===== config.mk =====
export PLATFORM = sky130hd
export DESIGN_NAME = drip_rate_stall_monitor
export DESIGN_NICKNAME = d
export VERILOG_FILES = /design/src/rtl/core/drsm_pkg.sv /design/src/rtl/core/drsm_div.sv /design/src/rtl/core/drip_rate_stall_monitor.sv
export VERILOG_INCLUDE_DIRS = /design/src /design/src/rtl/core
export SDC_FILE = /design/constraint.sdc
export NUM_CORES = 1
export LEC_CHECK = 0
export BUFFER_PORTS_ARGS = -buffer_cell sky130_fd_sc_hd__clkbuf_2
export CORE_MARGIN = 10
export CORE_UTILIZATION = 46
export DETAILED_ROUTE_END_ITERATION = 10
export PLACE_DENSITY_LB_ADDON = 0.12
export SLEW_MARGIN = 20
export SYNTH_ARGS = -nofsm -noshare
export SYNTH_HDL_FRONTEND = slang
export SYNTH_SLANG_ARGS = --single-unit

===== constraint.sdc =====
create_clock -name aclk -period 4.9 [get_ports aclk]
set_input_delay 0.49 -clock aclk [delete_from_list [all_inputs] [get_ports aclk]]
set_output_delay 0.49 -clock aclk [all_outputs]
set_load 0.01 [all_outputs]

===== src/rtl/core/drip_rate_stall_monitor_defines.svh =====
// Assertion macros used by the monitor top level.
`ifndef DRIP_RATE_STALL_MONITOR_DEFINES_SVH
`define DRIP_RATE_STALL_MONITOR_DEFINES_SVH

// Same-cycle implication, checked out of reset.
`define DRSM_ASSERT_NOW(label, ante, cons) \
    label: assert property (@(posedge aclk) disable iff (!aresetn) (ante) |-> (cons)) \
        else $error("drsm: same-cycle check failed");

// Next-cycle implication, checked out of reset.
`define DRSM_ASSERT_NEXT(label, ante, cons) \
    label: assert property (@(posedge aclk) disable iff (!aresetn) (ante) |=> (cons)) \
        else $error("drsm: next-cycle check failed");

`endif


===== src/rtl/core/drsm_pkg.sv =====
// Shared constants, codes and types for the drip-rate and stall monitor.
package drsm_pkg;

    localparam int TIME_W  = 32;
    localparam int GAP_W   = 16;
    localparam int MINR_W  = 8;
    localparam int RATE_W  = 16;
    localparam int DROPS_W = 24;
    localparam int STATE_W = 2;
    localparam int MSG_W   = 16;
    localparam int KIND_W  = 2;
    localparam int CFGA_W  = 2;
    localparam int CFGD_W  = 16;
    localparam int OUT_W   = 80;

    // Bit-serial divider: one quotient bit per cycle
    localparam int DIV_W     = RATE_W;
    localparam int DIV_CNT_W = $clog2(DIV_W);

    localparam logic [RATE_W-1:0] MINUTE_MS = 16'd60000;

    localparam logic [GAP_W-1:0]  DROP_GAP_RST = 16'd200;
    localparam logic [GAP_W-1:0]  STALL_RST    = 16'd5000;
    localparam logic [MINR_W-1:0] MIN_REP_RST  = 8'd1;

    // Request kinds
    localparam logic [KIND_W-1:0] REQ_DROP   = 2'd0;
    localparam logic [KIND_W-1:0] REQ_CHECK  = 2'd1;
    localparam logic [KIND_W-1:0] REQ_REPORT = 2'd2;
    localparam logic [KIND_W-1:0] REQ_PRESS  = 2'd3;

    // Monitor status
    localparam logic [STATE_W-1:0] ST_IDLE    = 2'd0;
    localparam logic [STATE_W-1:0] ST_RUN     = 2'd1;
    localparam logic [STATE_W-1:0] ST_BLOCKED = 2'd2;

    // Configuration register indexes
    localparam logic [CFGA_W-1:0] CFG_DROP_GAP = 2'd0;
    localparam logic [CFGA_W-1:0] CFG_STALL    = 2'd1;
    localparam logic [CFGA_W-1:0] CFG_MIN_REP  = 2'd2;

    typedef struct packed {
        logic busy;
        logic done;
    } div_stat_t;

endpackage


===== src/rtl/core/drsm_div.sv =====
// Restoring bit-serial divider: 16-bit dividend over a 32-bit divisor.
module drsm_div (
    input  logic                               aclk,
    input  logic                               aresetn,
    input  logic                               start,
    input  logic [drsm_pkg::DIV_W-1:0]         dividend,
    input  logic [drsm_pkg::TIME_W-1:0]        divisor,
    output drsm_pkg::div_stat_t                stat,
    output logic [drsm_pkg::DIV_W-1:0]         quotient
);

    logic                            busy_reg, busy_next;
    logic                            done_reg, done_next;
    logic [drsm_pkg::DIV_CNT_W-1:0]  cnt_reg, cnt_next;
    logic [drsm_pkg::DIV_W-1:0]      quot_reg, quot_next;
    logic [drsm_pkg::DIV_W-1:0]      rem_reg, rem_next;
    logic [drsm_pkg::TIME_W-1:0]     dvs_reg, dvs_next;
    logic [drsm_pkg::DIV_W:0]        trial;
    logic [drsm_pkg::TIME_W-1:0]     trial_ext;
    logic [drsm_pkg::TIME_W-1:0]     diff;
    logic                            fits;

    assign trial     = {rem_reg, quot_reg[drsm_pkg::DIV_W-1]};
    assign trial_ext = {{(drsm_pkg::TIME_W-drsm_pkg::DIV_W-1){1'b0}}, trial};
    assign fits      = trial_ext >= dvs_reg;
    assign diff      = trial_ext - dvs_reg;

    always_comb begin
        busy_next = busy_reg;
        done_next = 1'b0;
        cnt_next  = cnt_reg;
        quot_next = quot_reg;
        rem_next  = rem_reg;
        dvs_next  = dvs_reg;
        if (start) begin
            busy_next = 1'b1;
            cnt_next  = drsm_pkg::DIV_CNT_W'(drsm_pkg::DIV_W - 1);
            quot_next = dividend;
            rem_next  = '0;
            dvs_next  = divisor;
        end else if (busy_reg) begin
            // remainder never exceeds the dividend, so 16 bits hold it
            rem_next  = fits ? diff[drsm_pkg::DIV_W-1:0] : trial[drsm_pkg::DIV_W-1:0];
            quot_next = {quot_reg[drsm_pkg::DIV_W-2:0], fits};
            cnt_next  = cnt_reg - 1'b1;
            if (cnt_reg == '0) begin
                busy_next = 1'b0;
                done_next = 1'b1;
            end
        end
    end

    always_ff @(posedge aclk) begin
        if (!aresetn) begin
            busy_reg <= 1'b0;
            done_reg <= 1'b0;
            cnt_reg  <= '0;
        end else begin
            busy_reg <= busy_next;
            done_reg <= done_next;
            cnt_reg  <= cnt_next;
        end
        quot_reg <= quot_next;
        rem_reg  <= rem_next;
        dvs_reg  <= dvs_next;
    end

    assign stat.busy = busy_reg;
    assign stat.done = done_reg;
    assign quotient  = quot_reg;

endmodule


===== src/rtl/core/drip_rate_stall_monitor.sv =====
// Top level: event sequencer, monitor state and result register.
// Drip-rate and stall monitor.
// Input channel s_*: one transaction per event; s_tuser is the request kind
// (drop, time check, report tick, start/stop press), s_tdata the ms timestamp.
// Result channel m_*: exactly one transaction per input event, carrying the
// rate, drop total, monitor status, target rate, message total and the
// alarm/report/drop flags for that event.
// Config channel cfg_*: always ready; index 0 drop gap, 1 stall time,
// 2 minimum reports, other indexes ignored. Write only while idle.
// Sequencing: an accepted event is evaluated and then written to the result
// register; an accepted drop first waits for the bit-serial divider computing
// 60000/interval at one quotient bit per cycle (16 steps). s_tready is high only
// while the sequencer is idle, so a new event enters in the cycle after the
// previous result has moved into the output register.
// Stall: the result register holds while m_tready is low; the next event is
// still accepted and waits finished until the register frees up.
// Reset (aresetn low, synchronous): registers take their defaults, status
// idle, counters and rates zero, stall detection armed, output empty.
module drip_rate_stall_monitor (
    input  logic                              aclk,
    input  logic                              aresetn,
    // input events
    input  logic                              s_tvalid,
    output logic                              s_tready,
    input  logic [drsm_pkg::TIME_W-1:0]       s_tdata,  // [31:0] time_ms
    input  logic [drsm_pkg::KIND_W-1:0]       s_tuser,  // [1:0] req_type
    // results
    output logic                              m_tvalid,
    input  logic                              m_tready,
    // [15:0] drop_rate, [39:16] drop_total, [41:40] mon_state,
    // [57:42] target_rate, [73:58] msg_total, [74] block_alarm,
    // [75] report_due, [76] drop_taken, [79:77] zero
    output logic [drsm_pkg::OUT_W-1:0]        m_tdata,
    // configuration writes
    input  logic                              cfg_valid,
    output logic                              cfg_ready,
    input  logic [drsm_pkg::CFGA_W-1:0]       cfg_addr,
    input  logic [drsm_pkg::CFGD_W-1:0]       cfg_data
);

    `include "drip_rate_stall_monitor_defines.svh"

    localparam logic [1:0] S_IDLE = 2'd0;
    localparam logic [1:0] S_EVAL = 2'd1;
    localparam logic [1:0] S_DIV  = 2'd2;
    localparam logic [1:0] S_DONE = 2'd3;

    logic [1:0]                        state_reg, state_next;
    logic [drsm_pkg::GAP_W-1:0]        gap_reg, stall_reg;
    logic [drsm_pkg::MINR_W-1:0]       minrep_reg;

    logic [drsm_pkg::KIND_W-1:0]       kind_reg;
    logic [drsm_pkg::TIME_W-1:0]       time_reg;

    logic [drsm_pkg::TIME_W-1:0]       last_drop_reg, last_drop_next;
    logic [drsm_pkg::RATE_W-1:0]       rate_reg, rate_next;
    logic [drsm_pkg::DROPS_W-1:0]      drop_cnt_reg, drop_cnt_next;
    logic [drsm_pkg::STATE_W-1:0]      status_reg, status_next;
    logic [drsm_pkg::RATE_W-1:0]       target_reg, target_next;
    logic [drsm_pkg::MSG_W-1:0]        msg_reg, msg_next;
    logic                              armed_reg, armed_next;
    logic                              alarm_reg, alarm_next;
    logic                              report_reg, report_next;
    logic                              taken_reg, taken_next;

    logic                              m_valid_reg, m_valid_next;
    logic [drsm_pkg::OUT_W-1:0]        m_data_reg, m_data_next;

    logic [drsm_pkg::TIME_W-1:0]       since;
    logic                              drop_ok;
    logic                              stall_hit;
    logic                              div_start;
    drsm_pkg::div_stat_t               div_stat;
    logic [drsm_pkg::DIV_W-1:0]        div_quot;

    assign s_tready  = (state_reg == S_IDLE);
    assign cfg_ready = 1'b1;

    // interval since last accepted drop, modulo 2^32
    assign since   = time_reg - last_drop_reg;
    assign drop_ok = since > {{(drsm_pkg::TIME_W-drsm_pkg::GAP_W){1'b0}}, gap_reg};
    assign stall_hit = (since > {{(drsm_pkg::TIME_W-drsm_pkg::GAP_W){1'b0}}, stall_reg})
                       && armed_reg && (status_reg == drsm_pkg::ST_RUN)
                       && (msg_reg > {{(drsm_pkg::MSG_W-drsm_pkg::MINR_W){1'b0}}, minrep_reg});
    assign div_start = (state_reg == S_EVAL) && (kind_reg == drsm_pkg::REQ_DROP) && drop_ok;

    drsm_div u_div (
        .aclk     (aclk),
        .aresetn  (aresetn),
        .start    (div_start),
        .dividend (drsm_pkg::MINUTE_MS),
        .divisor  (since),
        .stat     (div_stat),
        .quotient (div_quot)
    );

    always_comb begin
        state_next     = state_reg;
        last_drop_next = last_drop_reg;
        rate_next      = rate_reg;
        drop_cnt_next  = drop_cnt_reg;
        status_next    = status_reg;
        target_next    = target_reg;
        msg_next       = msg_reg;
        armed_next     = armed_reg;
        alarm_next     = alarm_reg;
        report_next    = report_reg;
        taken_next     = taken_reg;
        m_valid_next   = m_valid_reg;
        m_data_next    = m_data_reg;

        if (m_valid_reg && m_tready) begin
            m_valid_next = 1'b0;
        end

        unique case (state_reg)
            S_IDLE: begin
                if (s_tvalid) begin
                    state_next = S_EVAL;
                end
            end
            S_EVAL: begin
                alarm_next  = 1'b0;
                report_next = 1'b0;
                taken_next  = 1'b0;
                state_next  = S_DONE;
                unique case (kind_reg)
                    drsm_pkg::REQ_DROP: begin
                        if (drop_ok) begin
                            last_drop_next = time_reg;
                            if (drop_cnt_reg != '1) begin
                                drop_cnt_next = drop_cnt_reg + 1'b1;
                            end
                            if (status_reg == drsm_pkg::ST_BLOCKED) begin
                                status_next = drsm_pkg::ST_RUN;
                            end
                            armed_next = 1'b1;
                            taken_next = 1'b1;
                            state_next = S_DIV;
                        end
                    end
                    drsm_pkg::REQ_CHECK: begin
                        if (stall_hit) begin
                            status_next = drsm_pkg::ST_BLOCKED;
                            msg_next    = msg_reg + 1'b1;
                            armed_next  = 1'b0;
                            alarm_next  = 1'b1;
                        end else begin
                            armed_next = 1'b1;
                        end
                    end
                    drsm_pkg::REQ_REPORT: begin
                        if (status_reg == drsm_pkg::ST_RUN) begin
                            msg_next    = msg_reg + 1'b1;
                            report_next = 1'b1;
                        end
                    end
                    drsm_pkg::REQ_PRESS: begin
                        if (status_reg == drsm_pkg::ST_IDLE) begin
                            status_next = drsm_pkg::ST_RUN;
                            target_next = rate_reg;
                        end else begin
                            status_next = drsm_pkg::ST_IDLE;
                        end
                    end
                    default: ;
                endcase
            end
            S_DIV: begin
                if (div_stat.done) begin
                    rate_next  = div_quot;
                    state_next = S_DONE;
                end
            end
            S_DONE: begin
                if (!m_valid_reg || m_tready) begin
                    m_valid_next = 1'b1;
                    m_data_next  = {3'b000, taken_reg, report_reg, alarm_reg, msg_reg,
                                    target_reg, status_reg, drop_cnt_reg, rate_reg};
                    state_next   = S_IDLE;
                end
            end
            default: state_next = S_IDLE;
        endcase
    end

    always_ff @(posedge aclk) begin
        if (!aresetn) begin
            state_reg     <= S_IDLE;
            gap_reg       <= drsm_pkg::DROP_GAP_RST;
            stall_reg     <= drsm_pkg::STALL_RST;
            minrep_reg    <= drsm_pkg::MIN_REP_RST;
            last_drop_reg <= '0;
            rate_reg      <= '0;
            drop_cnt_reg  <= '0;
            status_reg    <= drsm_pkg::ST_IDLE;
            target_reg    <= '0;
            msg_reg       <= '0;
            armed_reg     <= 1'b1;
            alarm_reg     <= 1'b0;
            report_reg    <= 1'b0;
            taken_reg     <= 1'b0;
            m_valid_reg   <= 1'b0;
        end else begin
            state_reg     <= state_next;
            last_drop_reg <= last_drop_next;
            rate_reg      <= rate_next;
            drop_cnt_reg  <= drop_cnt_next;
            status_reg    <= status_next;
            target_reg    <= target_next;
            msg_reg       <= msg_next;
            armed_reg     <= armed_next;
            alarm_reg     <= alarm_next;
            report_reg    <= report_next;
            taken_reg     <= taken_next;
            m_valid_reg   <= m_valid_next;
            if (cfg_valid) begin
                unique case (cfg_addr)
                    drsm_pkg::CFG_DROP_GAP: gap_reg    <= cfg_data;
                    drsm_pkg::CFG_STALL:    stall_reg  <= cfg_data;
                    drsm_pkg::CFG_MIN_REP:  minrep_reg <= cfg_data[drsm_pkg::MINR_W-1:0];
                    default: ;
                endcase
            end
        end
        if (s_tvalid && s_tready) begin
            kind_reg <= s_tuser;
            time_reg <= s_tdata;
        end
        m_data_reg <= m_data_next;
    end

    assign m_tvalid = m_valid_reg;
    assign m_tdata  = m_data_reg;

    `DRSM_ASSERT_NOW(a_div_busy_in_div, div_stat.busy, state_reg == S_DIV)
    `DRSM_ASSERT_NOW(a_div_done_in_div, div_stat.done, state_reg == S_DIV)
    `DRSM_ASSERT_NOW(a_flags_exclusive, m_valid_reg, !(m_data_reg[74] && m_data_reg[76]))
    `DRSM_ASSERT_NEXT(a_drops_monotonic, 1'b1, drop_cnt_reg >= $past(drop_cnt_reg))

endmodule


==> run_results.csv, run 1 <==
group,metric,value,unit
logic_synthesis,ys_seq_elements,334,
logic_synthesis,ys.flop_type,"dfxtp_1",
cts,cts_made_buffers,38,
logic_synthesis,yosys.area.top_type,"edfxtp_1",
min_path,hold_depth,1,
global_routing,grt_pass1_wl,59000,um
logic_synthesis,synth.top_cell.area_share,27.4,%
setup_path,cp-end-kind,"flop",
min_path,hp-class,"input port to flop",
timing,period_share,93.2,%
logic_synthesis,synth-async-reset-ratio,0,%
logic_synthesis,yosysWarnings,0,
logic_synthesis,synth_edf_count,143,
die,die_w,205,um
setup_path,critPathLaunchType,"flop",
finish,largest_register_ffs,77,
routing,routed_via_density,5.26,
setup_path,slowest_delay,0.40,ns
power_and_ir_drop,power.density,513,nW/um^2
global_routing,grtUsageMet3,3.21,%
routing,drt_iter0_markers,567,
logic_synthesis,syn_area,15700,sq um
logic_synthesis,synth.top_cells.by_area,"edfxtp_1 27%, dfxtp_1 24%, ha_1 7.6%",
setup_path,critical_path_class,"flop to flop",
routing,drt_pass1_iterations,6,
job,drv_cap,0,
finish,multi_input_area,6930,sq um
finish,drive_gt1_share,14.6,%
setup_path,slowest_stage,"edfxtp_1",
routing,post_drt_wl_per_cell,16.2,um
finish,fill_cells,3044,
setup_path,worst_ep_required_time,5.34,ns
logic_synthesis,synthCells,1609,
global_routing,top_usage_layer,"met2",
timing,slew_headroom,28.9,%
power_and_ir_drop,ir_worst_vdd,0.346,mV
placement,dp_cells,2144,
timing,period_minus_slack,4.57,ns
logic_synthesis,ys_types,71,
die,core,33500,sq um
global_routing,grt_pass1_vias,11539,
outcome,status,"complete, no violations",
cts,post_cts_buffers,0,
finish,syn_to_final_growth,16.2,%
finish,fin_nets,1890,
die,row_count,67,
setup_path,path_max_fanout,23,
global_routing,grt_util_met2,28.4,%
cts,postCtsHoldBufs,0,
routing,wl,35800,um
logic_synthesis,avgSynthCellArea,9.74,sq um
global_routing,grt_overflow,0,
routing,vias,11651,
cts,insertion_delay,0.54,ns
cts,clk_pin_slew,0.06,ns
timing,maxSlewViolCount,0,
finish,regArea,8120,sq um
die,start_util,46.7,%
cts,numClockSinks,334,
logic_synthesis,yosys-top-cells-count,"201 x nand2_1, 191 x dfxtp_1, 183 x a21oi_1, 143 x edfxtp_1, 138 x nor2_1",
timing,fin_skew,0.0161,ns
placement,io_buffers,135,
timing,setup_viol,0,
global_routing,grt_max_degree,81,
setup_path,cp_data_arrival_time,5.01,ns
global_routing,antenna_found_initial,2,
cts,cts-root-buf,"clkbuf_16",
setup_path,cp_cell_sequence,"ha_1 -> o21ai_1 -> a211oi_2 -> o21a_1 -> or2_2 -> a21o_1 -> a21oi_2 -> xnor2_2 -> ha_1 -> nand4_1 -> or2_2 -> or3_1 -> a21o_1 -> nor4_4 -> a21oi_2 -> nand2_4 -> inv_4 -> buf_4 -> nor4b_1",
finish,antennaDiodeCount,0,
setup_path,r2r_slack,0.33,ns
timing,hold_violations,0,
power_and_ir_drop,leakage,7.01,nW
global_routing,grt_use_total,17.1,%
die,fp.dieArea,41800,sq um
placement,place.gp.congestion,0.869,
finish,final_cells,2214,
timing,rsz0062_at_grt,"false",
cts,h-tree-depth,2,
logic_synthesis,synth.most_common_cell,"nand2_1",
routing,drtAntennaViolNets,0,
timing,hold_ws,0.126,ns
die,die_height,205,um
cts,cts_buffer_depth,3,
global_routing,use_met1,22.3,%
die,io_pins,140,
timing,worstMarginPinSlew,1.07,ns
routing,drc,0,
timing,clock.fmax,219,MHz
logic_synthesis,ys_seq_area_share,51.8,%
placement,hpwl,25900,um
cts,cts_tree,"done",
setup_path,rr_worst_depth,19,
[stage by stage]
step           area (sq um)  total power, W  worst slack [ns]  TNS (ns)  utilization (%)
6_report              18200         0.00934             0.333         0             54.3
5_1_grt               18200         0.00994           0.00141         0             54.3
4_1_cts               18100         0.00936            0.0951         0             53.9
3_5_place_dp          16800         0.00637          -0.00126  -0.00126             50.0
3_3_place_gp          16800         0.00632            0.0167         0             50.0
2_1_floorplan         15700         0.00559             0.350         0                -
[report_power, final]
group          leakage [nW]  internal (W)  total [W]  switching, W
registers              2.89       0.00335    0.00356      0.000215
logic                  3.49       0.00114    0.00284       0.00169
clock network         0.637       0.00182    0.00294       0.00112
[cells in the final DEF, fill, tap and decap left out, types with 17 or more instances in the layout]
cell type  synthesis  layout
edfxtp_1         143     143
buf_4              4      19
dfxtp_1          191     190
clkbuf_16          0      39
a21oi_1          183     177
nor2_1           138     138
inv_1            114     113
clkbuf_2           0     135
nand4_1           25      25
nand2_1          201     201
mux2i_1           35      35
a21o_1            23      23
o21ai_0           79      77
ha_1              95      87
or3_1             19      19
nand3_1           32      32
and2_1            19      19
xnor2_1           30      28
o211ai_1          17      17
xor2_1            22      21
[repair_timing]
| item | 4_1_cts | 5_1_grt |
|---|---|---|
| cloned | 0 | 0 |
| gates resized for setup | 2 | 22 |
| endpoints found under the setup margin | 38 | 148 |
[area by class of cell]
cell class                 count  area share, %
sequential                   334           44.6
multi-input combinational   1091           38.1
clock buffer                  52           5.74
timing repair buffer         156           4.71
tap                          448           3.08
inverter                     115           2.40
clock inverter                18           1.42
[path summary, 6_finish.rpt]
kind,from,end
min,s_tdata[14],time_reg[14]$_DFFE_PP_
min reg2reg,target_reg[8]$_SDFFE_PN0P_,m_tdata[50]$_DFFE_PP_
max reg2reg,time_reg[5]$_DFFE_PP_,u_div.done_reg$_SDFF_PP0_
max,time_reg[5]$_DFFE_PP_,u_div.done_reg$_SDFF_PP0_
[critical path, delay by kind of cell (launching register included)]
family          cells  cell delay (ns)
simple gates        7             1.66
compound gates      7             1.17
fa+ha+maj           2             0.73
flops               1             0.40
buf+inv             2             0.36
xor+xnor            1             0.14
[cells by family after synthesis]
group	after synthesis	synth area share, %
adders and majority gates	97	7.84
buffers and inverters	186	5.05
muxes	35	2.24
xor gates and xnor gates	52	2.91
AOI/OAI and AO/OA	380	14.5
and+or+nand+nor	523	15.6
other	2	0.0479
DFF	334	51.8
[per-layer routing]
layer	part of all wire, %	vias up
met2	47	207
met4	2.1	4
met5	0.095	-
li1	-	5911
met3	4.6	54
met1	47	5475
No activity file was read; power rests on OpenSTA's default activity.
==> inputs of run 2 (changes only) <==
--- a/config.mk
+++ b/config.mk
@@ -8,9 +8,10 @@
 export LEC_CHECK = 0
 export BUFFER_PORTS_ARGS = -buffer_cell sky130_fd_sc_hd__clkbuf_2
 export CORE_MARGIN = 10
-export CORE_UTILIZATION = 46
+export CORE_UTILIZATION = 25
 export DETAILED_ROUTE_END_ITERATION = 10
 export PLACE_DENSITY_LB_ADDON = 0.12
+export RECOVER_POWER = 100
 export SLEW_MARGIN = 20
 export SYNTH_ARGS = -nofsm -noshare
 export SYNTH_HDL_FRONTEND = slang
==> run 2 against run 1 <==
Net effect:
- the flow now finishes with violations (max-capacitance violations, max-slew violations)
- sequential share of layout area down 0.97 points
- cell area rose by 2.2%
- fmax shrank 1.3%
- highest routed layer unchanged
==> run_results.csv, run 2 (synthesis gave the netlist of run 1 again) <==
group,metric,value,unit
outcome,status,"complete, but fails checks",
outcome,violations,"max-capacitance violations, max-slew violations",
die,die_w,270,um
power_and_ir_drop,p_clk_share,31.9,%
setup_path,critical_path_class,"flop to flop",
finish,drive_gt1_share,9.52,%
die,start_util,25.3,%
routing,wl,41700,um
global_routing,grt_use_total,11.2,%
timing,fin_skew,0.0174,ns
placement,place_area,17300,sq um
global_routing,grt_overflow,0,
cts,numClockSinks,334,
cts,cts-root-buf,"clkbuf_16",
timing,period_minus_slack,4.63,ns
routing,drt_pass1_iterations,5,
setup_path,cp-end-kind,"flop",
power_and_ir_drop,p_int,0.00623,W
placement,hpwl,30200,um
setup_path,critPathLaunchType,"flop",
job,drv_cap,2,
finish,multi_input_area,6850,sq um
routing,drtAntennaViolNets,0,
cts,cts_made_buffers,42,
global_routing,grt_max_degree,98,
timing,hold_violations,0,
min_path,hp-class,"input port to flop",
power_and_ir_drop,power,0.00942,W
finish,fill_cells,6585,
setup_path,worst_ep_required_time,5.22,ns
finish,final_common_cell,"nand2_1",
routing,drt_iter0_markers,587,
placement,place_ws,-0.0304,ns
cts,cts_tree,"done",
routing,drc,0,
setup_path,r2r_end,"u_div.dvs_reg[6]$_DFFE_PP_",
cts,insertion_delay,0.56,ns
timing,hold_ws,0.101,ns
timing,setup_viol,0,
power_and_ir_drop,leakage,6.80,nW
die,die_height,270,um
global_routing,antenna_found_initial,1,
routing,routed_via_density,4.40,
finish,layout_common_cells,"201 x nand2_1, 190 x dfxtp_1, 182 x a21oi_1",
setup_path,cp_data_arrival_time,4.95,ns
cts,cts_buffer_depth,3,
cts,clk_pin_slew,0.06,ns
power_and_ir_drop,ir_worst_vdd,0.283,mV
cts,postCtsHoldBufs,0,
setup_path,endpoint,"u_div.dvs_reg[6]$_DFFE_PP_",
placement,io_buffers,135,
timing,worstMarginPinSlew,2.10,ns
routing,vias,11539,
setup_path,startpoint,"time_reg[9]$_DFFE_PP_",
die,fp.dieArea,73100,sq um
power_and_ir_drop,p_sw,0.00319,W
power_and_ir_drop,combPwrFrac,30.2,%
routing,post_drt_wl_per_cell,15.9,um
power_and_ir_drop,p_sw_share,33.8,%
timing,clock.fmax,216,MHz
global_routing,grt_pass1_wl,66200,um
setup_path,r2r-start,"time_reg[9]$_DFFE_PP_",
finish,fin_util,30.1,%
setup_path,rr_worst_depth,19,
power_and_ir_drop,power.density,506,nW/um^2
timing,period_share,94.4,%
cts,h-tree-depth,2,
timing,slew_headroom,-40.3,%
die,row_count,91,
power_and_ir_drop,seqPwrFrac,37.9,%
die,io_pins,140,
finish,fin_nets,1905,
global_routing,grt_pass1_vias,11652,
finish,syn_to_final_growth,18.8,%
finish,antennaDiodeCount,0,
setup_path,r2r_slack,0.27,ns
timing,maxSlewViolCount,113,
finish,regArea,8120,sq um
setup_path,path_max_fanout,27,
timing,setup_ws,0.273,ns
finish,post-route-cell-area,18600,sq um
die,core,61900,sq um
finish,largest_register_ffs,77,
placement,place.gp.congestion,0.813,
run 2: changes by cell type in the layout (fill, tap and decap cells not counted), sizes merged:
cell | previous run | this run
inv | 117 | 116
bufinv | 6 | 1
clkbuf | 187 | 201
clkinvlp | 0 | 1
clkinv | 10 | 17
o21ai | 86 | 87
buf | 21 | 23
run 2: final cells by class:
| cell class | instances | share of cell area, % |
|---|---|---|
| clock buffers | 58 | 6.42 |
| clock inverters | 20 | 0.786 |
| inverters | 115 | 2.35 |
| multi-input cells | 1092 | 36.8 |
| flip-flops and latches | 334 | 43.6 |
| well taps | 837 | 5.63 |
| repair buffers | 166 | 4.43 |
run 2: worst min-delay path by stage:
| stage | endpoint | cells after the start | start |
|---|---|---|---|
| after floorplan | m_tdata[75]$_DFFE_PP_ | 0 | report_reg$_SDFFE_PN0N_ |
| final | time_reg[5]$_DFFE_PP_ | 1 | s_tdata[5] |
| after CTS | time_reg[18]$_DFFE_PP_ | 1 | s_tdata[18] |
| after global placement | m_tdata[57]$_DFFE_PP_ | 0 | target_reg[15]$_SDFFE_PN0P_ |
| after global routing | time_reg[16]$_DFFE_PP_ | 1 | s_tdata[16] |
| after detailed placement | m_tdata[47]$_DFFE_PP_ | 0 | target_reg[5]$_SDFFE_PN0P_ |
run 2: worst max-delay path, stage by stage (launching register included):
cell      delay [ns]
edfxtp_1        0.42
ha_1            0.40
nand4_1         0.16
o21a_1          0.12
o21ai_1         0.12
or2_2           0.36
a21o_1          0.19
a21oi_1         0.22
xnor2_2         0.13
ha_1            0.32
nand4_1         0.11
or2_2           0.31
or3_1           0.37
a21o_1          0.24
nor4_4          0.18
a21oi_2         0.13
nand2_4         0.13
inv_4           0.11
buf_12          0.19
buf_4           0.17
run 2: what timing repair did:
action | CTS | global route
pin swaps | 0 | 4
gates cloned | 0 | 1
endpoints found under the hold margin | 0 | 0
buffers inserted | 0 | 2
gates resized for setup | 2 | 16
endpoints found under the setup margin | 44 | 87
run 2: metal layers:
metal  GRT usage [%]  routed length [um]
met1            14.3               19600
met2            18.9               19800
met3            2.37                1570
met4            2.98                 682
met5               0                  13
run 2: per-stage QoR:
step | std cells | TNS [ns]
floorplan | 1611 | 0
global placement | 2541 | -0.269
detailed placement | 2541 | -0.152
CTS | 2619 | 0
global route | 2622 | -0.00425
finish | 2622 | 0
run 2: power by group through the flow:
stage | clock, W | sequential, W | combinational, W
floorplan | 0 | 0.00358 | 0.00201
global placement | 0 | 0.00363 | 0.00286
detailed placement | 0 | 0.00363 | 0.00288
CTS | 0.00313 | 0.00357 | 0.00291
global route | 0.00326 | 0.00362 | 0.00324
finish | 0.00300 | 0.00357 | 0.00284
==> inputs of run 3 (changes only) <==
--- a/config.mk
+++ b/config.mk
@@ -6,10 +6,10 @@
 export SDC_FILE = /design/constraint.sdc
 export NUM_CORES = 1
 export LEC_CHECK = 0
-export BUFFER_PORTS_ARGS = -buffer_cell sky130_fd_sc_hd__clkbuf_2
 export CORE_MARGIN = 10
 export CORE_UTILIZATION = 25
 export DETAILED_ROUTE_END_ITERATION = 10
+export DONT_BUFFER_PORTS = 1
 export PLACE_DENSITY_LB_ADDON = 0.12
 export RECOVER_POWER = 100
 export SLEW_MARGIN = 20
==> constraint.sdc (replaced) <==
create_clock -name aclk -period 4.9 [get_ports aclk]
set_input_delay 0.49 -clock aclk [delete_from_list [all_inputs] [get_ports aclk]]
set_output_delay 0.49 -clock aclk [all_outputs]
set_load 0.02 [all_outputs]
==> run 3 against run 2 <==
Net effect:
- the flow still finishes with violations (max-capacitance violations, max-slew violations)
- fmax is 0.77% higher
- sequential cell count stayed put
- clock power increased by 4%
- wire length up 2.8%
- core utilization hardly changed
- clock skew is 0.0029 ns higher
- critical path depth is 4 higher
- final cell count shrank 3.4%
- sequential share of layout area is 0.065 points higher
- setup slack improved by 0.035 ns
==> run_results.csv, run 3 (synthesis gave the netlist of run 1 again) <==
group,metric,value,unit
die,start_util,25.3,%
cts,h-tree-depth,2,
setup_path,r2r-start,"time_reg[0]$_DFFE_PP_",
setup_path,critical_path_class,"flop to flop",
routing,drt_pass1_iterations,5,
outcome,violations,"max-capacitance violations, max-slew violations",
timing,hold_ws,0.0386,ns
routing,drc,0,
cts,insertion_delay,0.58,ns
global_routing,grt_max_degree,78,
cts,cts_made_buffers,43,
power_and_ir_drop,p_int,0.00639,W
routing,drt_iter0_markers,595,
power_and_ir_drop,p_sw_share,33.7,%
setup_path,r2r_slack,0.31,ns
global_routing,grt_pass1_wl,67100,um
power_and_ir_drop,power.density,519,nW/um^2
die,fp.dieArea,73100,sq um
setup_path,cp_data_arrival_time,5.01,ns
timing,worstMarginPinSlew,2.19,ns
routing,drtAntennaViolNets,0,
timing,fin_tns_setup,0,ns
die,die_w,270,um
cts,cts-root-buf,"clkbuf_16",
finish,layout_common_cells,"201 x nand2_1, 190 x dfxtp_1, 177 x a21oi_1",
cts,cts_tree,"done",
global_routing,antenna_found_initial,4,
routing,routed_via_density,4.51,
die,row_count,91,
cts,numClockSinks,334,
global_routing,grt_overflow,0,
timing,maxSlewViolCount,113,
global_routing,top_usage_layer,"met2",
die,io_pins,140,
setup_path,startpoint,"time_reg[0]$_DFFE_PP_",
setup_path,rr_worst_depth,23,
min_path,hp-class,"input port to flop",
timing,period_minus_slack,4.59,ns
power_and_ir_drop,ir_worst_vdd,0.304,mV
routing,post_drt_wl_per_cell,16.9,um
routing,vias,11433,
finish,antennaDiodeCount,0,
power_and_ir_drop,p_clk_share,32.3,%
setup_path,cp-end-kind,"flop",
setup_path,r2r_end,"last_drop_reg[9]$_SDFFE_PN0P_",
setup_path,path_max_fanout,35,
power_and_ir_drop,p_sw,0.00325,W
global_routing,use_met1,14.3,%
timing,setup_viol,0,
global_routing,grt_use_total,11.5,%
global_routing,grt_pass1_vias,11289,
timing,hold_violations,0,
power_and_ir_drop,seqPwrFrac,38.1,%
timing,rsz0062_at_grt,"true",
die,die_height,270,um
placement,place.gp.congestion,0.781,
cts,clk_pin_slew,0.06,ns
timing,period_share,93.7,%
placement,io_buffers,0,
setup_path,endpoint,"last_drop_reg[9]$_SDFFE_PN0P_",
finish,final_common_cell,"nand2_1",
finish,drive_gt1_share,8.31,%
job,drv_cap,2,
finish,largest_register_ffs,77,
global_routing,grtUsageMet3,2.99,%
timing,slew_headroom,-46.3,%
setup_path,critPathLaunchType,"flop",
timing,clock.fmax,218,MHz
timing,fin_skew,0.0204,ns
finish,syn_to_final_growth,18.6,%
power_and_ir_drop,combPwrFrac,29.6,%
power_and_ir_drop,leakage,6.75,nW
setup_path,worst_ep_required_time,5.31,ns
global_routing,grt_util_met2,19.3,%
cts,cts_buffer_depth,3,
placement,hpwl,30600,um
die,core,61900,sq um
finish,fin_util,30.0,%
outcome,status,"complete, but fails checks",
routing,wl,42900,um
finish,fin_nets,1816,
[run 3: stage by stage]
stage | area, sq um | total power [W] | setup WS (ns) | instances
2_1_floorplan | 15700 | 0.00565 | 0.350 | 1611
3_3_place_gp | 16700 | 0.00650 | -0.102 | 2414
3_5_place_dp | 16700 | 0.00652 | -0.111 | 2414
4_1_cts | 18500 | 0.00977 | 0.0109 | 2532
5_1_grt | 18600 | 0.0103 | -0.0224 | 2534
6_report | 18600 | 0.00964 | 0.308 | 2534
[run 3: final cells by class]
type,count,area (sq um)
multi-input cells,1091,6860
fillers,6547,43400
repair buffers,77,712
inverters,115,440
clock inverters,10,111
clock buffers,70,1300
well taps,837,1050
flip-flops and latches,334,8120
[run 3: worst min path at each step]
stage | startpoint | endpoint | slack, ns | cells after the start
2_1_floorplan | report_reg$_SDFFE_PN0N_ | m_tdata[75]$_DFFE_PP_ | 0.41 | 0
3_3_place_gp | target_reg[0]$_SDFFE_PN0P_ | m_tdata[42]$_DFFE_PP_ | 0.42 | 0
3_5_place_dp | target_reg[6]$_SDFFE_PN0P_ | m_tdata[48]$_DFFE_PP_ | 0.42 | 0
4_1_cts | cfg_data[10] | stall_reg[10]$_SDFFE_PN0P_ | 0.0003 | 2
5_1_grt | cfg_data[10] | stall_reg[10]$_SDFFE_PN0P_ | 0.02 | 2
6_report | cfg_data[0] | minrep_reg[0]$_SDFFE_PN1P_ | 0.04 | 2
[run 3: power groups by stage]
stage / Combinational (W) / Sequential [W] / Clock (W)
5_1_grt: 0.00325 / 0.00372 / 0.00337
3_5_place_dp: 0.00279 / 0.00373 / 0
4_1_cts: 0.00285 / 0.00368 / 0.00325
6_report: 0.00286 / 0.00368 / 0.00311
2_1_floorplan: 0.00202 / 0.00363 / 0
3_3_place_gp: 0.00277 / 0.00373 / 0
[run 3: critical path, stage by stage, from the launching register on]
cell      delay, ns
edfxtp_1       0.36
inv_1          0.05
ha_1           0.22
fa_1           0.40
nand2b_1       0.19
a21oi_2        0.24
nor2b_1        0.10
o21ai_0        0.16
a21oi_1        0.11
xnor2_1        0.14
buf_4          0.15
ha_1           0.28
nand4_1        0.10
or2_2          0.29
or3_1          0.37
a21o_1         0.22
nor4_2         0.14
buf_4          0.15
a21oi_2        0.08
nand2_4        0.14
inv_8          0.09
buf_12         0.19
a21oi_1        0.16
nor2_1         0.05
[run 3: repair_timing]
action / 4_1_cts / 5_1_grt
hold buffers: 38 / 0
endpoints found under the hold margin: 40 / 0
setup endpoints to repair: 78 / 139
gates resized for setup: 3 / 16
setup buffers: 0 / 2
pin swaps: 0 / 3
[run 3: per-layer routing]
layer	vias to the layer above	routed length, um
met5	-	54
met4	8	962
met3	69	2060
met2	191	20200
met1	5393	19600
li1	5772	-
